**src/design/ttb_pkg.sv**
```systemverilog
`timescale 1ns / 1ps
package ttb_pkg;

   // register indexes of the configuration port
   localparam int unsigned CSR_MIN_LENGTH = 0;
   localparam logic [15:0] MIN_LENGTH_RESET = 16'd7;

   localparam int unsigned UNIT_FRAC_BITS_DEF = 14;

   // shared multiplier operand and product widths
   localparam int unsigned MUL_A_W = 33;
   localparam int unsigned MUL_B_W = 32;
   localparam int unsigned MUL_P_W = MUL_A_W + MUL_B_W;

   // shared divider: dividend, divisor, saturated quotient
   localparam int unsigned DIV_NUM_W = 72;
   localparam int unsigned DIV_DEN_W = 42;
   localparam int unsigned DIV_Q_W   = 31;
   localparam int unsigned DIV_STEPS = 32;

   localparam int unsigned UV_FRAC = 16;

   typedef enum logic [3:0] {
      ST_IDLE,
      ST_MUL_A,
      ST_MUL_B,
      ST_DIV_GO,
      ST_DIV_WAIT,
      ST_SQ_A,
      ST_SQ_B,
      ST_SQRT_GO,
      ST_SQRT_WAIT,
      ST_UNIT_GO,
      ST_UNIT_WAIT,
      ST_OUT
   } state_type;

endpackage

```
**src/design/ttb_mul.sv**
```systemverilog
`timescale 1ns / 1ps
module ttb_mul (
   input  logic                                   clock,
   input  logic signed [ttb_pkg::MUL_A_W-1:0]     a,
   input  logic signed [ttb_pkg::MUL_B_W-1:0]     b,
   output logic signed [ttb_pkg::MUL_P_W-1:0]     prod
);
   import ttb_pkg::*;

   logic signed [MUL_P_W-1:0] prod_ff;
   logic signed [MUL_P_W-1:0] prod_in;

   assign prod_in = MUL_P_W'(a) * MUL_P_W'(b);

   always_ff @(posedge clock) begin
      prod_ff <= prod_in;
   end

   assign prod = prod_ff;

endmodule

```
**config.mk**
```make
export PLATFORM = sky130hd
export DESIGN_NAME = ttb_mul
export DESIGN_NICKNAME = d
export VERILOG_FILES = /design/src/design/ttb_pkg.sv /design/src/design/ttb_mul.sv
export SDC_FILE = /design/constraint.sdc
export NUM_CORES = 2
export LEC_CHECK = 0
export ABC_AREA = 1
export BUFFER_PORTS_ARGS = -buffer_cell sky130_fd_sc_hd__buf_2
export CORE_UTILIZATION = 64
export CTS_BUF_LIST = sky130_fd_sc_hd__clkbuf_2
export CTS_CLUSTER_DIAMETER = 200
export DETAILED_ROUTE_END_ITERATION = 12
export PLACE_DENSITY = 0.83
export SLEW_MARGIN = 10
export SYNTH_ARGS = -nofsm -noshare
export SYNTH_HDL_FRONTEND = slang
export SYNTH_SLANG_ARGS = --single-unit
```
**constraint.sdc**
```tcl
create_clock -name clock -period 17.3 [get_ports clock]
set_input_delay 2.595 -clock clock [delete_from_list [all_inputs] [get_ports clock]]
set_output_delay 2.595 -clock clock [all_outputs]
set_load 0.01 [all_outputs]
```
==> impl_metrics.yaml <==
sta:
  max_freq_mhz: 99.3
  tightest_slew_ns: 1.09
  rsz0062_at_grt: "false"
  min_period_ns: 10.07
  fin_tns_setup_ns: 0
  finalCritPeriodShare: 0.582
  setup_violations: 0
  final-max-slew-violation-count: 0
  finalHoldViolations: 0
  relSlewSlack: 0.274
synthesis:
  synth_fp_nets: 6575
  synth_edf_count: 0
  syn_area_mm2: 0.0411
  synth.distinct_cells: 31
  synth-seq-cells: 65
  syn_area_per_cell_um2: 7.89
  synth_ff_type: "dfxtp_1"
  synthCells: 5211
  async_flop_share: 0
  yosys_warnings: 0
  seq_area_frac_synth: 0.0317
floorplanning:
  die_h_um: 255
  num_rows: 92
  dieArea_mm2: 0.0652
  ioPinCount: 131
  die_w_um: 255
  core_area_mm2: 0.0633
  initial_core_util: 0.649
run:
  maxCapViolations: 0
global_routing:
  grt_pass1_vias: 35000
  grt_usage: 0.357
  grt_overflow: 0
  grt_first_pass_wirelength_um: 182000
  antenna_found_initial: 7
  grt_max_degree: 35
clock_tree:
  cts.htree.levels: 3
  clockBufferDepth: 2
  path_clk_slew_ns: 0.22
  cts_tree: "done"
  post_cts.resized_instances: 0
  cts_hold_buf: 0
  root_buffer: "clkbuf_2"
  numCtsBuffers: 9
  post-cts-setup-buffer-count: 0
  clkSinkCount: 65
finish:
  finalCoreUtilization: 0.666
  nets: 6498
  syn_to_final_growth_pct: 2.64
  largest_reg_flops: 65
  drive_above_1_share: 0.0395
min_path:
  min-delay-start: "b[0]"
  hold_class: "in -> reg"
critical_path:
  cp.required_ns: 17.87
  cp.arrival_ns: 10.64
  crit_path_start: "a[32]"
  end_kind: "flop"
  slowest_delay_ns: 0.90
  cp_max_fo: 32
  crit_top_cell: "fa_1"
  slowest_stage: "fa_1"
  worstSetupPathType: "in -> reg"
  start_kind: "primary input"
route:
  drc_errors: 0
  antenna_left: 0
  viasPerCell: 5.39
  drt-total-wl_um: 111000
  drt_first_pass_iters: 8
  wl_per_cell_um: 18.4
  drt_iter0_drc: 2943
  num_vias: 32300
outcome:
  status: "complete, no violations"
placed_design:
  dp_hpwl_um: 92900
  port_buffers: 130
  place_congestion: 1.00
## worst max-delay path, delay by kind of cell
family,cells,cell delay [ns]
adder cells (fa/ha/maj),9,4.74
AND/OR/NAND/NOR,8,1.33
buffers and inverters,8,1.71
AO/OA/AOI/OAI,1,0.21
## stage by stage
stage,std cells,hold WS (ns),instance area [µm²],worst slack [ns]
2_1_floorplan,5211,2.86,41100,7.93
3_3_place_gp,5969,2.99,42000,6.91
3_5_place_dp,5969,2.99,42000,6.69
4_1_cts,5985,2.49,42200,7.38
5_1_grt,5992,2.50,42200,6.74
6_report,5992,2.52,42200,7.23
## cell usage after synthesis, types with 2 or more instances
library cell     n  area [µm²]
dfxtp_1         65        1300
or2_2            5        31.3
a21oi_1         70         350
o21bai_1        14         105
xor2_1          33         289
o21ai_0         26         130
o21ai_1          4        20.0
inv_2            2        7.51
nand3b_1         2        15.0
nand2_2         13        81.3
nand4_1         20         125
nor2_4           3        33.8
nand3_2          9        90.1
nand2_1       1462        5490
ha_1           186        2330
nor3_2           3        30.0
a21boi_0         3        22.5
a21o_1           5        37.5
o21a_1           2        15.0
nor3_1          11        55.1
nor2_1         142         533
inv_1         1705        6400
clkbuf_1       219         822
nand3_1         62         310
buf_1            7        26.3
fa_1          1112       22300
xnor2_1          9        78.8
nor2_2          14        87.6
## layout by cell type (no fill, tap or decap), types with 7 or more instances in the layout
| cell | synthesis | routed |
|---|---|---|
| buf_4 | 0 | 8 |
| nor2_1 | 142 | 142 |
| inv_1 | 1705 | 1705 |
| nand3_2 | 9 | 9 |
| fa_1 | 1112 | 1112 |
| buf_2 | 0 | 130 |
| xnor2_1 | 9 | 9 |
| nand3_1 | 62 | 62 |
| a21oi_1 | 70 | 70 |
| nand2_2 | 13 | 13 |
| xor2_1 | 33 | 33 |
| nor3_1 | 11 | 11 |
| o21bai_1 | 14 | 14 |
| diode_2 | 0 | 7 |
| nand4_1 | 20 | 20 |
| ha_1 | 186 | 186 |
| nand2_1 | 1462 | 1462 |
| clkbuf_2 | 0 | 9 |
| dfxtp_1 | 65 | 65 |
| o21ai_0 | 26 | 26 |
| nor2_2 | 14 | 14 |
## cells by family (layout without fill, tap and decap cells)
logic type,after synthesis,count (layout),synth area share
compound gates,124,124,0.0166
xor+xnor,42,42,0.00895
fa+ha+maj,1298,1298,0.598
buf+inv,1933,1861,0.177
flops,65,65,0.0317
other cells,0,7,0
simple gates,1749,1749,0.168
## final timing paths
path,endpoint,cells after the start
min,prod[0],4
max,prod[56],26
## layer usage
layer  GRT usage  vias to the layer above  wire [µm]  part of all wire
li1            -                    14000          -                 -
met1       0.465                    16200      40700              0.37
met2       0.595                     1683      54500              0.49
met3      0.0538                      381       9860             0.089
met4       0.159                        0       5460             0.049
met5           0                        -          0                 0
## area by class of cell
type                       count  area [µm²]
timing repair buffer         138         711
fill                        5226       21100
sequential                    65        1300
clock buffer                   9        45.0
antenna                        7        17.5
multi-input combinational   3213       32500
inverter                    1707        6410
clock inverter                 7         101
tap                          846        1060
Power is left out: the tool's default activity adds up to more than one toggle a clock period on the data nets, which glitch-free logic cannot reach.
