File: config.mk
export PLATFORM = sky130hd
export DESIGN_NAME = ttb_div
export DESIGN_NICKNAME = d
export VERILOG_FILES = /design/src/design/ttb_pkg.sv /design/src/design/ttb_div.sv
export SDC_FILE = /design/constraint.sdc
export NUM_CORES = 1
export LEC_CHECK = 0
export BUFFER_PORTS_ARGS = -buffer_cell sky130_fd_sc_hd__buf_2
export CELL_PAD_IN_SITES_DETAIL_PLACEMENT = 0
export CELL_PAD_IN_SITES_GLOBAL_PLACEMENT = 1
export CORE_MARGIN = 8
export CORE_UTILIZATION = 41
export DETAILED_ROUTE_END_ITERATION = 16
export HOLD_SLACK_MARGIN = 0.05
export MAX_ROUTING_LAYER = met4
export PLACE_DENSITY = 0.85
export SLEW_MARGIN = 20
export SYNTH_ARGS = -nofsm -noshare
export SYNTH_HDL_FRONTEND = slang
export SYNTH_SLANG_ARGS = --single-unit
File: constraint.sdc
create_clock -name clock -period 2.8 [get_ports clock]
set_clock_uncertainty 0.1 [all_clocks]
set_input_delay 0.28 -clock clock [delete_from_list [all_inputs] [get_ports clock]]
set_output_delay 0.28 -clock clock [all_outputs]
set_load 0.1 [all_outputs]
File: src/design/ttb_pkg.sv
`timescale 1ns / 1ps
package ttb_pkg;

   // register indexes of the configuration port
   localparam int unsigned CSR_MIN_LENGTH = 0;
   localparam logic [15:0] MIN_LENGTH_RESET = 16'd7;

   localparam int unsigned UNIT_FRAC_BITS_DEF = 14;

   // shared multiplier operand and product widths
   localparam int unsigned MUL_A_W = 33;
   localparam int unsigned MUL_B_W = 32;
   localparam int unsigned MUL_P_W = MUL_A_W + MUL_B_W;

   // shared divider: dividend, divisor, saturated quotient
   localparam int unsigned DIV_NUM_W = 72;
   localparam int unsigned DIV_DEN_W = 42;
   localparam int unsigned DIV_Q_W   = 31;
   localparam int unsigned DIV_STEPS = 32;

   localparam int unsigned UV_FRAC = 16;

   typedef enum logic [3:0] {
      ST_IDLE,
      ST_MUL_A,
      ST_MUL_B,
      ST_DIV_GO,
      ST_DIV_WAIT,
      ST_SQ_A,
      ST_SQ_B,
      ST_SQRT_GO,
      ST_SQRT_WAIT,
      ST_UNIT_GO,
      ST_UNIT_WAIT,
      ST_OUT
   } state_type;

endpackage

File: src/design/ttb_div.sv
`timescale 1ns / 1ps
module ttb_div (
   input  logic                            clock,
   input  logic                            reset,
   input  logic                            start,
   input  logic [ttb_pkg::DIV_NUM_W-1:0]   num,
   input  logic [ttb_pkg::DIV_DEN_W-1:0]   den,
   output logic                            done,
   output logic [ttb_pkg::DIV_Q_W-1:0]     quot
);
   import ttb_pkg::*;

   logic                 busy_ff, busy_in;
   logic                 done_ff, done_in;
   logic [4:0]           cnt_ff, cnt_in;
   logic                 ovf_ff, ovf_in;
   logic [DIV_DEN_W-1:0] rem_ff, rem_in;
   logic [DIV_DEN_W-1:0] den_ff, den_in;
   logic [DIV_STEPS-1:0] low_ff, low_in;
   logic [DIV_STEPS-1:0] q_ff, q_in;
   logic [DIV_DEN_W:0]   trial;
   logic                 high_ovf;

   // top part of the dividend must stay below the divisor, else saturate
   assign high_ovf = DIV_DEN_W'(num[DIV_NUM_W-1:DIV_STEPS]) >= den;
   assign trial    = {rem_ff, low_ff[DIV_STEPS-1]};

   always_comb begin
      busy_in = busy_ff;
      done_in = 1'b0;
      cnt_in  = cnt_ff;
      ovf_in  = ovf_ff;
      rem_in  = rem_ff;
      den_in  = den_ff;
      low_in  = low_ff;
      q_in    = q_ff;
      if (start) begin
         busy_in = 1'b1;
         cnt_in  = '0;
         ovf_in  = high_ovf;
         rem_in  = high_ovf ? '0 : DIV_DEN_W'(num[DIV_NUM_W-1:DIV_STEPS]);
         den_in  = den;
         low_in  = num[DIV_STEPS-1:0];
         q_in    = '0;
      end else if (busy_ff) begin
         if (trial >= {1'b0, den_ff}) begin
            rem_in = DIV_DEN_W'(trial - {1'b0, den_ff});
            q_in   = {q_ff[DIV_STEPS-2:0], 1'b1};
         end else begin
            rem_in = DIV_DEN_W'(trial);
            q_in   = {q_ff[DIV_STEPS-2:0], 1'b0};
         end
         low_in = {low_ff[DIV_STEPS-2:0], 1'b0};
         cnt_in = cnt_ff + 5'd1;
         if (cnt_ff == 5'(DIV_STEPS - 1)) begin
            busy_in = 1'b0;
            done_in = 1'b1;
         end
      end
   end

   always_ff @(posedge clock) begin
      if (reset) begin
         busy_ff <= 1'b0;
         done_ff <= 1'b0;
         cnt_ff  <= '0;
      end else begin
         busy_ff <= busy_in;
         done_ff <= done_in;
         cnt_ff  <= cnt_in;
      end
      ovf_ff <= ovf_in;
      rem_ff <= rem_in;
      den_ff <= den_in;
      low_ff <= low_in;
      q_ff   <= q_in;
   end

   assign done = done_ff;
   assign quot = (ovf_ff || q_ff[DIV_STEPS-1]) ? {DIV_Q_W{1'b1}} : q_ff[DIV_Q_W-1:0];

endmodule

==> metrics.yaml <==
outcome:
  outcome: "finished, violations left"
  violations: "negative setup slack"
power_and_ir_drop:
  peakVddDrop_uv: 433
  leakage_uw: 0.00668
  total_power_uw: 13200
  power_density_nw_per_um2: 901
floorplanning:
  initial_core_util: 0.413
  die_x_um: 172
  coreArea_sq_um: 24000
  die_h_um: 172
  ios: 149
  num_rows: 57
  die-area_sq_um: 29400
yosys:
  ys_warn_count: 0
  yosysTopAreaCellShare: 0.354
  yosys.area.top_type: "edfxtp_1"
  yosysSeqAreaShare: 0.433
  ys_seq_elements: 156
  synth-edff-count: 117
  syn_avg_cell_area_sq_um: 10.0
  yosysUniqueCellTypes: 66
  post-synth-top-count-cell: "edfxtp_1"
  synth_nets: 1193
  synth.area.top_cells: "edfxtp_1 35%, ha_1 11%, dfxtp_1 7.9%"
  synthCells: 991
  synthesis.area_sq_um: 9920
  synth_commonest_cells: "117 x edfxtp_1, 93 x inv_1, 84 x ha_1"
  ys.flop_type: "edfxtp_1"
  async_flop_share: 0
sta:
  finalSetupViolations: 43
  worst_pin_slew_ps: 740
  hold_viol: 0
  fin_ws_ps: -376
  max_slew_margin: 0.507
  setup-tns-final_ps: -13010
  final.min_clock_period_ps: 3180
  fmax_mhz: 315
  hold_ws_ps: 63.5
  grt_setup_unrepaired: "true"
  period_share: 1.13
  slew_viol_final: 0
routing:
  vias: 9163
  drt-wirelength-per-cell_um: 17.6
  routed_via_density: 5.19
  drt_iter0_markers: 495
  route.detailed.drc: 0
  drtPass1Iterations: 5
  ant_nets: 0
  wl_um: 31000
cells_and_area:
  layout.area.seq_sq_um: 4300
  fillers: 1989
  drive_gt1_frac: 0.386
  area_growth_pct: 47.8
  fin_nets: 1623
  multi_input_area_sq_um: 5620
grt:
  grt_pass1_wl_um: 48700
  antenna_found_initial: 5
  grt.overflow.total: 0
  grt_pass1_vias: 9733
  grt_start_max_net_pins: 63
  grtUsageTotal: 0.214
clocking:
  path_clk_slew_ps: 70
  numCtsBuffers: 17
  clock_latency_ps: 440
  clock-sinks: 156
  clockBufferDepth: 2
  h-tree-depth: 4
  tritoncts: "yes"
  cts_root_buffer: "clkbuf_16"
worst_setup_path:
  critPathRequiredTime_ps: 2890
  worstSetupStartpointType: "flip-flop"
  cp.arrival_ps: 3260
  critPathKind: "reg2reg"
  end_kind: "flip-flop"
  cp_max_fo: 7
placed_design:
  place_congestion: 0.926
  pre_cts_ws_ps: -456
  dpl.hpwl_um: 22000
  portBuffers: 148
job:
  cap_viol_max_count: 0
hold_path:
  min_path_type: "in2reg"
-- final timing paths --
| path | start | cells past startpoint | endpoint | slack (ps) |
|---|---|---|---|---|
| min reg2reg | cnt_ff[4] | 2 | cnt_ff[4] | 420 |
| min | num[60] | 3 | rem_ff[28] | 60 |
| max reg2reg | rem_ff[20] | 11 | rem_ff[20] | -380 |
| max | rem_ff[20] | 11 | rem_ff[20] | -380 |
-- stage by stage --
stage | instances | area (sq um) | util
3_5_place_dp | 1623 | 12600 | 0.524
3_3_place_gp | 1623 | 12600 | 0.524
2_1_floorplan | 991 | 10100 | -
4_1_cts | 1743 | 14300 | 0.594
5_1_grt | 1763 | 14700 | 0.610
6_report | 1764 | 14700 | 0.610
-- placed cells by master (no fill, tap or decap), types with 6 or more instances in the layout --
master         count
or3_1             35
nor2b_1            6
xor2_1            20
edfxtp_1         117
buf_2            147
o21ai_0           32
o21ai_2           15
dlygate4sd3_1     69
a211oi_1           6
a32oi_1            7
nand2_2            6
buf_6              8
inv_1             91
ha_1              66
a21oi_1           52
diode_2            6
mux2_2            31
mux2i_1           37
nor2_1            64
nand2_1           57
dfxtp_1           38
nand2b_1           8
o21ai_1           22
a22oi_2           11
nand4_1           18
nor3_1            12
a21o_1            27
xnor2_1           21
clkbuf_16         20
o21bai_1           9
nand3_1           21
buf_4            223
a22o_1             9
ha_4              17
-- worst max-delay path: stages (launching register included) --
cell and delay, ps:
edfxtp_1 440, ha_4 320, nand2_1 150, o21ai_4 220
o21bai_2 180, o41ai_2 130, nor2_2 200, a31oi_4 120
a211o_4 420, and2_4 250, a22o_1 220, a31o_1 180
-- cell families after synthesis --
logic type | synth area share
simple gates | 0.127
compound gates | 0.165
flops | 0.433
buf+inv | 0.0579
fa+ha+maj | 0.108
mux | 0.0725
xor+xnor | 0.0362
-- registers in the layout, indices dropped and copies added, names as in the netlist --
register / cells
q_ff: 32
low_ff: 32
cnt_ff: 5
busy_ff: 1
den_ff: 42
rem_ff: 42
ovf_ff: 1
done: 1
-- power by group --
| part | total, uW | switching, uW | internal (uW) | leakage (uW) |
|---|---|---|---|---|
| registers | 3270 | 281 | 2990 | 0.00149 |
| clock network | 2390 | 1090 | 1300 | 0.000304 |
| logic | 7540 | 3810 | 3730 | 0.00489 |
| total | 13200 | 5180 | 8030 | 0.00668 |
-- final cells by class --
| cell class | instances | share of cell area |
|---|---|---|
| Antenna cell | 6 | 0.00102 |
| Clock buffer | 19 | 0.0317 |
| Clock inverter | 13 | 0.00905 |
| Inverter | 95 | 0.0247 |
| Multi-Input combinational cell | 696 | 0.384 |
| Sequential cell | 156 | 0.293 |
| Tap cell | 324 | 0.0277 |
| Timing Repair Buffer | 455 | 0.229 |
-- what timing repair did --
item	in CTS	in global routing
resized for setup	38	51
setup endpoints to repair	43	43
hold buffers	69	0
cloned	1	3
hold endpoints to repair	69	0
buffers inserted	18	12
pin swaps	24	33
-- routing by layer --
layer	track usage	vias up	routed length (um)
met5	-	-	0
met4	0.0590	0	586
met3	0.0526	38	1880
met2	0.360	259	15200
met1	0.254	4379	13300
li1	-	4487	-
(Power assumes the default switching activity.)
